`src/sv/mktx_pkg.sv`:
```
// shared constants and types for the k-transaction max profit block
`timescale 1ns / 1ps

package mktx_pkg;

    localparam int PRICE_W       = 16;
    localparam int PROFIT_W      = 20;
    localparam int OUT_TDATA_W   = 24;
    localparam int CFG_W         = 5;
    localparam int MAX_TRANS_DEF = 16;

    localparam logic [CFG_W-1:0]    CFG_RESET  = 5'd2;
    localparam logic [PROFIT_W-1:0] PROFIT_MAX = {PROFIT_W{1'b1}};

    // per-cycle control handed to every cell
    typedef struct packed {
        logic en;       // a price transfer happens this cycle
        logic clear;    // that transfer closes the sequence
    } step_t;

endpackage

```
`src/sv/mktx_cell.sv`:
```
// one transaction cell: best holding and best free cash for one transaction count
`timescale 1ns / 1ps

module mktx_cell #(
    parameter int FREE_W   = 21,
    parameter int HOLD_W   = 22,
    parameter int KW       = 5,
    parameter int CELL_IDX = 1
) (
    input  logic                          clk,
    input  logic                          rst_n,
    input  mktx_pkg::step_t               step,
    input  logic [mktx_pkg::PRICE_W-1:0]  price,
    input  logic [FREE_W-1:0]             free_prev,
    input  logic [KW-1:0]                 k_sel,
    input  logic [FREE_W-1:0]             pick_in,
    output logic [FREE_W-1:0]             pick_out,
    output logic [FREE_W-1:0]             free_out
);

    localparam int EXT_W = HOLD_W + 1;

    logic signed [HOLD_W-1:0] hold_reg, hold_next;
    logic        [FREE_W-1:0] free_reg, free_next;

    logic signed [EXT_W-1:0] hold_ext, free_ext, price_ext, prev_ext;
    logic signed [EXT_W-1:0] buy_val, sell_val, hold_cand, free_cand;

    // buy from the left neighbor's free cash, sell from own holding
    always_comb
    begin
        hold_ext  = {hold_reg[HOLD_W-1], hold_reg};
        free_ext  = {2'b00, free_reg};
        prev_ext  = {2'b00, free_prev};
        price_ext = {{(EXT_W-mktx_pkg::PRICE_W){1'b0}}, price};
        buy_val   = prev_ext - price_ext;
        sell_val  = hold_ext + price_ext;
        hold_cand = (buy_val > hold_ext) ? buy_val : hold_ext;
        free_cand = (sell_val > free_ext) ? sell_val : free_ext;
        hold_next = hold_cand[HOLD_W-1:0];
        free_next = free_cand[FREE_W-1:0];
    end

    // state update, back to unreachable / zero when the sequence ends
    always_ff @(posedge clk or negedge rst_n)
    begin
        if (!rst_n)
        begin
            hold_reg <= {1'b1, {(HOLD_W-1){1'b0}}};
            free_reg <= '0;
        end
        else if (step.clear)
        begin
            hold_reg <= {1'b1, {(HOLD_W-1){1'b0}}};
            free_reg <= '0;
        end
        else if (step.en)
        begin
            hold_reg <= hold_next;
            free_reg <= free_next;
        end
    end

    // the cell matching the limit drops its updated free cash onto the pick chain
    assign pick_out = pick_in | ((k_sel == KW'(CELL_IDX)) ? free_next : '0);
    assign free_out = free_reg;

endmodule

```
`src/sv/max_profit_k_transactions_top.sv`:
```
// top level of the k-transaction max profit block
// Accepts one price per clock cycle and updates MAX_TRANS transaction cells in
// parallel; per item each cell does a subtract, an add and two compares.
// The profit for a sequence appears on the master side in the cycle after its
// last price is transferred, and the cells are back at their reset values for
// the next sequence in that same cycle. The limit written on the config port
// saturates at MAX_TRANS; a limit of zero gives a profit of zero. Prices keep
// flowing while a result is offered, as long as the master side takes it; the
// input stalls only in cycles where a result is held and not yet taken.
`timescale 1ns / 1ps

module max_profit_k_transactions_top #(
    parameter int MAX_TRANS = mktx_pkg::MAX_TRANS_DEF
) (
    input  logic                              clk,
    input  logic                              rst_n,
    // config channel
    input  logic                              cfg_valid,
    output logic                              cfg_ready,
    input  logic [mktx_pkg::CFG_W-1:0]        cfg_data,     // max_transactions
    // price stream
    input  logic                              s_tvalid,
    output logic                              s_tready,
    input  logic [mktx_pkg::PRICE_W-1:0]      s_tdata,      // [15:0] price
    input  logic                              s_tlast,
    // profit stream
    output logic                              m_tvalid,
    input  logic                              m_tready,
    output logic [mktx_pkg::OUT_TDATA_W-1:0]  m_tdata       // [19:0] profit, rest zero
);

    localparam int CNT_W  = $clog2(MAX_TRANS + 1);
    localparam int FREE_W = CNT_W + mktx_pkg::PRICE_W;
    localparam int HOLD_W = FREE_W + 1;
    localparam int KW     = (CNT_W > mktx_pkg::CFG_W) ? CNT_W : mktx_pkg::CFG_W;
    localparam int SAT_W  = (FREE_W > mktx_pkg::PROFIT_W) ? FREE_W : mktx_pkg::PROFIT_W + 1;

    logic [mktx_pkg::CFG_W-1:0]    k_reg;
    logic [KW-1:0]                 k_ext, k_eff;
    logic                          m_tvalid_reg, m_tvalid_next;
    logic [mktx_pkg::PROFIT_W-1:0] profit_reg, profit_next;
    logic                          in_xfer;
    mktx_pkg::step_t               step;
    logic [SAT_W-1:0]              pick_ext;

    logic [FREE_W-1:0] free_q [MAX_TRANS+1];
    logic [FREE_W-1:0] pick   [MAX_TRANS+1];

    // config register, always ready
    assign cfg_ready = 1'b1;

    always_ff @(posedge clk or negedge rst_n)
    begin
        if (!rst_n)
            k_reg <= mktx_pkg::CFG_RESET;
        else if (cfg_valid && cfg_ready)
            k_reg <= cfg_data;
    end

    // limit saturated to the number of cells
    assign k_ext = KW'(k_reg);
    assign k_eff = (k_ext > KW'(MAX_TRANS)) ? KW'(MAX_TRANS) : k_ext;

    // input side stalls only while a result is held and not yet taken
    assign s_tready   = !m_tvalid_reg || m_tready;
    assign in_xfer    = s_tvalid && s_tready;
    assign step.en    = in_xfer;
    assign step.clear = in_xfer && s_tlast;

    // chain of transaction cells
    assign free_q[0] = '0;
    assign pick[0]   = '0;

    for (genvar j = 0; j < MAX_TRANS; j++)
    begin : g_cell
        mktx_cell #(
            .FREE_W   (FREE_W),
            .HOLD_W   (HOLD_W),
            .KW       (KW),
            .CELL_IDX (j + 1)
        ) u_cell (
            .clk       (clk),
            .rst_n     (rst_n),
            .step      (step),
            .price     (s_tdata),
            .free_prev (free_q[j]),
            .k_sel     (k_eff),
            .pick_in   (pick[j]),
            .pick_out  (pick[j+1]),
            .free_out  (free_q[j+1])
        );
    end

    // saturate the picked value to the output width
    assign pick_ext = SAT_W'(pick[MAX_TRANS]);

    always_comb
    begin
        if (pick_ext > SAT_W'(mktx_pkg::PROFIT_MAX))
            profit_next = mktx_pkg::PROFIT_MAX;
        else
            profit_next = pick_ext[mktx_pkg::PROFIT_W-1:0];
    end

    // output register
    always_comb
    begin
        m_tvalid_next = m_tvalid_reg;
        if (step.clear)
            m_tvalid_next = 1'b1;
        else if (m_tready)
            m_tvalid_next = 1'b0;
    end

    always_ff @(posedge clk or negedge rst_n)
    begin
        if (!rst_n)
            m_tvalid_reg <= 1'b0;
        else
            m_tvalid_reg <= m_tvalid_next;
    end

    always_ff @(posedge clk)
    begin
        if (step.clear)
            profit_reg <= profit_next;
    end

    assign m_tvalid = m_tvalid_reg;
    assign m_tdata  = {{(mktx_pkg::OUT_TDATA_W-mktx_pkg::PROFIT_W){1'b0}}, profit_reg};

endmodule

```
`config.mk`:
```
export PLATFORM = sky130hd
export DESIGN_NAME = max_profit_k_transactions_top
export DESIGN_NICKNAME = d
export VERILOG_FILES = /design/src/sv/mktx_pkg.sv /design/src/sv/mktx_cell.sv /design/src/sv/max_profit_k_transactions_top.sv
export SDC_FILE = /design/constraint.sdc
export NUM_CORES = 2
export LEC_CHECK = 0
export BUFFER_PORTS_ARGS = -buffer_cell sky130_fd_sc_hd__buf_2
export CAP_MARGIN = 20
export CORE_MARGIN = 3
export CORE_UTILIZATION = 55
export CTS_CLUSTER_SIZE = 16
export DETAILED_ROUTE_END_ITERATION = 12
export GPL_TIMING_DRIVEN = 0
export PLACE_DENSITY = 0.83
export SLEW_MARGIN = 5
export SYNTH_ARGS = -nofsm -noshare
export SYNTH_HDL_FRONTEND = slang
export SYNTH_HIERARCHICAL = 1
export SYNTH_SLANG_ARGS = --single-unit
```
`constraint.sdc`:
```
create_clock -name clk -period 9.7 [get_ports clk]
set_input_delay 0.485 -clock clk [delete_from_list [all_inputs] [get_ports clk]]
set_output_delay 0.485 -clock clk [all_outputs]
set_load 0.03 [all_outputs]
```
Yosys cells after proc, flatten, opt, wreduce, memory -nomap -nowiden
Cells that the tools add are included.

operators by class
  $lt $le $gt $ge = 34
  bitwise operators = 15
  reductions and logical operators = 38
  add/subtract/negate cells = 32
  muxes and demuxes = 115
  eq/ne operators = 16

operator list
  kind                                                   number
  two-way mux 21 bit                                     64
  two-way mux 22 bit                                     48
  adder 22 x 17 -> 23 bit                                16
  > comparator 23 x 22 -> 1 bit                          16
  > comparator 22 bit                                    15
  subtractor 21 x 16 -> 22 bit                           15
  OR 21 bit                                              15
  equality test 5 x 4 -> 1 bit (second input constant)   8
  nonzero test 2 bit                                     18
  AND reduction 2 bit                                    16
  > comparator 17 x 22 -> 1 bit                          1
  > comparator 21 x 20 -> 1 bit (second input constant)  1
  equality test 5 x 3 -> 1 bit (second input constant)   4
  subtractor 1 x 16 -> 17 bit (first input constant)     1
  equality test 5 x 2 -> 1 bit (second input constant)   2
  equality test 5 x 1 -> 1 bit (second input constant)   1
  equality test 5 bit (second input constant)            1
  > comparator 5 bit (second input constant)             1
  two-way mux 5 bit                                      1
  logical AND 1 bit                                      2
  two-way mux 1 bit                                      2
  logical NOT 1 bit                                      1
  logical OR 1 bit                                       1

storage, ports and cells
  bits in registers = 714
  logic and storage cells = 285
  output and inout port bits = 27
  input bits = 27

Depth between registers and ports, before layout
  word-level depth = 20
  mapped depth = 45
  depth with buffers taken out = 42

Cells and area by module
The synthesis kept the hierarchy.

by module, submodules not included
  module                             area each (sq um)  cells each  times used
  mktx_cell (g_cell[12].u_cell ...)  5276.3             657         2
  mktx_cell (g_cell[10].u_cell ...)  5242.5             646         2
  mktx_cell (g_cell[5].u_cell)       5283.8             678         1
  mktx_cell (g_cell[1].u_cell)       5255.0             648         1
  mktx_cell (g_cell[14].u_cell)      5243.8             646         1
  mktx_cell (g_cell[15].u_cell)      5241.3             649         1
  mktx_cell (g_cell[3].u_cell)       5238.8             645         1
  mktx_cell (g_cell[2].u_cell)       5236.3             645         1
  mktx_cell (g_cell[0].u_cell)       5181.2             648         1
  mktx_cell (g_cell[8].u_cell)       5161.2             629         1
  mktx_cell (g_cell[6].u_cell)       5159.9             629         1
  mktx_cell (g_cell[7].u_cell)       5158.7             629         1
  mktx_cell (g_cell[9].u_cell)       5131.2             628         1
  mktx_cell (g_cell[11].u_cell)      5042.3             603         1
  max_profit_k_transactions_top      1043.5             70          1

Worst setup path before layout
No wires, ideal clock.

  path kind = input to register
  start = in s_tdata[7] (netlist bit)
  end = reg profit_reg[15] (netlist bit), data pin
  library setup time = 259 ps
  stages on the path = 32
  setup slack = 1560 ps
  arrival time = 7881 ps
  path through = ha_1 > a21o_1 > a211oi_2 > nand4b_1 > a211o_2 > and4_1 > o31a_1 > ha_1 > nand3_1 > nor3_2 > o221ai_1 > and4b_1 > o211a_2 > o41ai_4 > nand2_4 > buf_6 > a311o_1 > a311o_1 > a311o_1 > a311o_1 > a311o_1 > o21bai_1 > o21bai_1 > o21bai_1 > a311o_1 > a311o_1 > a311o_1 > a311o_1 > a311o_1 > a311o_1 > a311o_1 > or2_1

RTL lines
  item                  line                                  RTL
  start, declared       max_profit_k_transactions_top.sv:24   input logic [mktx_pkg::PRICE_W-1:0] s_tdata,
  end signal, assigned  max_profit_k_transactions_top.sv:126  profit_reg <= profit_next;
  end, declared         max_profit_k_transactions_top.sv:41   logic [mktx_pkg::PROFIT_W-1:0] profit_reg, profit_next;

==> impl_metrics.yaml <==
job:
  max-cap-violations: 0
timing:
  max_freq_mhz: 98.9
  hold_violations: 0
  rsz0062_at_grt: "yes"
  fin_crit_ns: 10.12
  fin_skew_ns: 0.0388
  fin_ws_ns: -0.415
  worst_pin_slew_ns: 1.05
  setup_violations: 19
  maxSlewViolCount: 0
  relSlewSlack_pct: 28.8
  post-route-period-util_pct: 104
power_and_ir_drop:
  switching_power_uw: 19200
  p_sw_share_pct: 52.7
  combPwrFrac_pct: 73.4
  internal_power_uw: 17200
  clkPwrFrac_pct: 10.7
  leakagePower_uw: 0.0422
  seq_power_share_pct: 15.9
  ir_drop_mv: 0.282
  powerDensity_nw_per_um2: 393
logic_synthesis:
  yosys.area_share.simple_pct: 17.0
  synth.area.mux_share_pct: 3.18
  synth-seq-cells: 714
  ys.flop_type: "dfrtp_1"
  synth_top_family_by_area: "compound AO/OA/AOI/OAI gates"
  synth_cell_types: 119
  async_flop_share_pct: 97.2
  ys_warn_count: 6
  synth-xor-area-share_pct: 4.98
  synth-edff-count: 20
  synth_area_leaders: "dfrtp_1 (20%), ha_1 (18%), inv_1 (5.8%)"
  avgSynthCellArea_sq_um: 8.15
  synth_area_sq_um: 84400
  synth-seq-area-share_pct: 21.3
  synthAdderAreaFrac_pct: 18.5
  synthCells: 10400
  synth_compound_area_share_pct: 26.6
  synth_top_area_share_pct: 20.1
  synth_largest_area_cell: "dfrtp_1"
detailed_routing:
  route.vias.total: 83200
  detail-route-antenna-nets: 0
  drt-initial-drc-count: 8544
  firstDrtPassIters: 12
  wl_per_cell_microns: 22.8
  wl_microns: 291000
  drc: 2
  routed_via_density: 6.54
cells_and_area:
  final_cell_mix: "inv_1 (1313), ha_1 (1194), nor2_1 (812)"
  final_common_cell: "inv_1"
  fillers: 13200
  fin_cells: 12700
  final_cell_area_sq_um: 92600
  largest_register_ff_count: 352
  nNetsFinal: 11900
  area_growth_pct: 9.65
  drive_gt1_share_pct: 7.55
critical_path:
  slowest_delay_ns: 0.40
  crit_path_end_kind: "flop"
  crit_slowest_cell: "ha_2"
  r2r-end: "profit_reg[5]$_SDFFCE_PN1P_"
  crit_arrival_ns: 10.60
  critical_path_class: "flop to flop"
  cpMostUsedCell: "a311o_1"
  r2r_slack_ns: -0.42
  startpoint_type: "flop"
  r2r-start: "g_cell[0].u_cell/hold_reg[2]$_DFFE_PN0P_"
  worst-path-buf-inv: 3
  worstPathRequired_ns: 10.19
  crit_fanout: 6
  cp_top_family: "compound AO/OA/AOI/OAI gates"
  r2r_cells: 34
worst_hold_path:
  min-delay-start: "m_tready"
  hp-class: "input port to flop"
  hold_path_end: "m_tvalid$_DFFE_PN0P_"
  hold-path-cell-count: 3
placed_design:
  dp_slack_ns: -1.17
  dp.cells: 12500
  dp.final_hpwl_microns: 222000
  placed_cell_area_sq_um: 88300
  port_buffers: 48
  gp_congestion: 1.01
floorplanning:
  rows: 143
  die_w_microns: 398
  design.die.area_sq_um: 158000
  core_sq_um: 152000
  die_y_microns: 398
  io_pins: 54
  start_util_pct: 55.4
grt:
  grt_pass1_wl_microns: 451000
  grt_max_degree: 106
  grt_antenna_before_repair: 4
  grt_pass1_vias: 80100
  globalRouteOverflowTotal: 0
  grtUsageTotal_pct: 35.7
cts:
  ctsRootBufferMaster: "clkbuf_16"
  clk_pin_slew_ns: 0.06
  clock-sinks: 714
  clkLatencyLatePin_ns: 0.74
  htree_num_levels: 3
  clockBufferDepth: 3
  cts_buffers: 92
  cts_tree: "yes"
status:
  violations: "design-rule violations, negative setup slack"
  outcome: "finished, violations left"
## cell type report
class                   count  area, sq um  share of cell area [%]
multi-input cells        7965        60100                    65.0
flip-flops and latches    714        18000                    19.4
inverters                1319         4950                    5.35
clock buffers             127         2610                    2.82
well taps                2030         2540                    2.74
plain buffers             409         2150                    2.32
repair buffers            118         1440                    1.55
clock inverters            47          748                   0.808
diodes                      4         10.0                  0.0108
## layer usage
layer	vias to the layer above	GRT usage [%]	wire length, microns
met3	992	5.82	24900
met5	-	0	12
li1	38500	-	-
met2	3876	56.7	128000
met1	39800	45.9	118000
met4	2	20.2	20300
## worst max-delay path by stage
stage / slack [ns] / start / depth (start not counted) / endpoint
global placement: -7.58 / rst_n / 1 / g_cell[14].u_cell/hold_reg[18]$_DFFE_PN0P_
floorplan: 1.56 / s_tdata[7] / 32 / profit_reg[15]$_SDFFCE_PN1P_
detailed placement: -1.17 / s_tdata[7] / 34 / profit_reg[11]$_SDFFCE_PN1P_
finish: -0.42 / g_cell[0].u_cell/hold_reg[2]$_DFFE_PN0P_ / 34 / profit_reg[5]$_SDFFCE_PN1P_
global route: -0.41 / g_cell[0].u_cell/hold_reg[2]$_DFFE_PN0P_ / 34 / profit_reg[5]$_SDFFCE_PN1P_
CTS: -0.11 / g_cell[0].u_cell/hold_reg[0]$_DFFE_PN0P_ / 34 / profit_reg[5]$_SDFFCE_PN1P_
## kinds of logic after synthesis
logic type | count (synthesis)
compound gates | 3036
simple gates | 2894
buf+inv | 1728
fa+ha+maj | 1232
flops | 714
xor+xnor | 480
mux | 267
other cells | 2
## worst register-to-register path, delay by kind of cell, from the launching register on
| kind | cells | cell delay [ns] |
|---|---|---|
| fa+ha+maj | 2 | 0.72 |
| compound gates | 24 | 7.39 |
| buf+inv | 3 | 0.58 |
| flops | 1 | 0.39 |
| xor+xnor | 1 | 0.15 |
| simple gates | 4 | 0.65 |
## stage by stage
stage / power (uW) / setup TNS (ns) / hold slack [ns] / utilization, %
5_1_grt: 39400 / -6.84 / 0.0858 / 60.8
4_1_cts: 35500 / -0.652 / 0.0440 / 60.6
3_3_place_gp: 30200 / -5071.74 / 0.487 / 57.4
3_5_place_dp: 31200 / -19.42 / 0.446 / 58.0
6_report: 36300 / -5.96 / 0.0895 / 60.8
2_1_floorplan: 24500 / 0 / 0.189 / -
## power by group through the flow
stage          logic (uW)  clock network [uW]  registers [uW]
2_1_floorplan       19400                   0            5160
3_3_place_gp        24500                   0            5720
3_5_place_dp        25400                   0            5750
4_1_cts             25900                3950            5720
5_1_grt             29400                4060            5900
6_report            26700                3900            5770
## Yosys cell counts (80+ instances only)
cell type	number
nand2_1	612
nor3_1	289
a211oi_1	164
nor4_1	149
xnor2_1	386
inv_1	1315
o31ai_1	215
nand2b_1	91
nand4_1	204
a21o_1	221
o211ai_1	120
o21a_1	173
nand3_1	213
a31oi_1	133
o21ai_0	327
mux2i_1	258
o2111ai_1	94
a311o_1	232
clkbuf_1	235
nor2b_1	92
buf_2	80
a21oi_1	667
ha_1	1200
dfrtp_1	677
xor2_1	94
o21bai_1	101
nor2_1	812
## repair_timing
action	CTS	global route
pin swaps	11	25
buffers inserted	17	11
hold buffers	8	0
hold endpoints to repair	58	0
setup endpoints to repair	19	19
resized for setup	69	47
No activity file was read; power rests on OpenSTA's default activity.
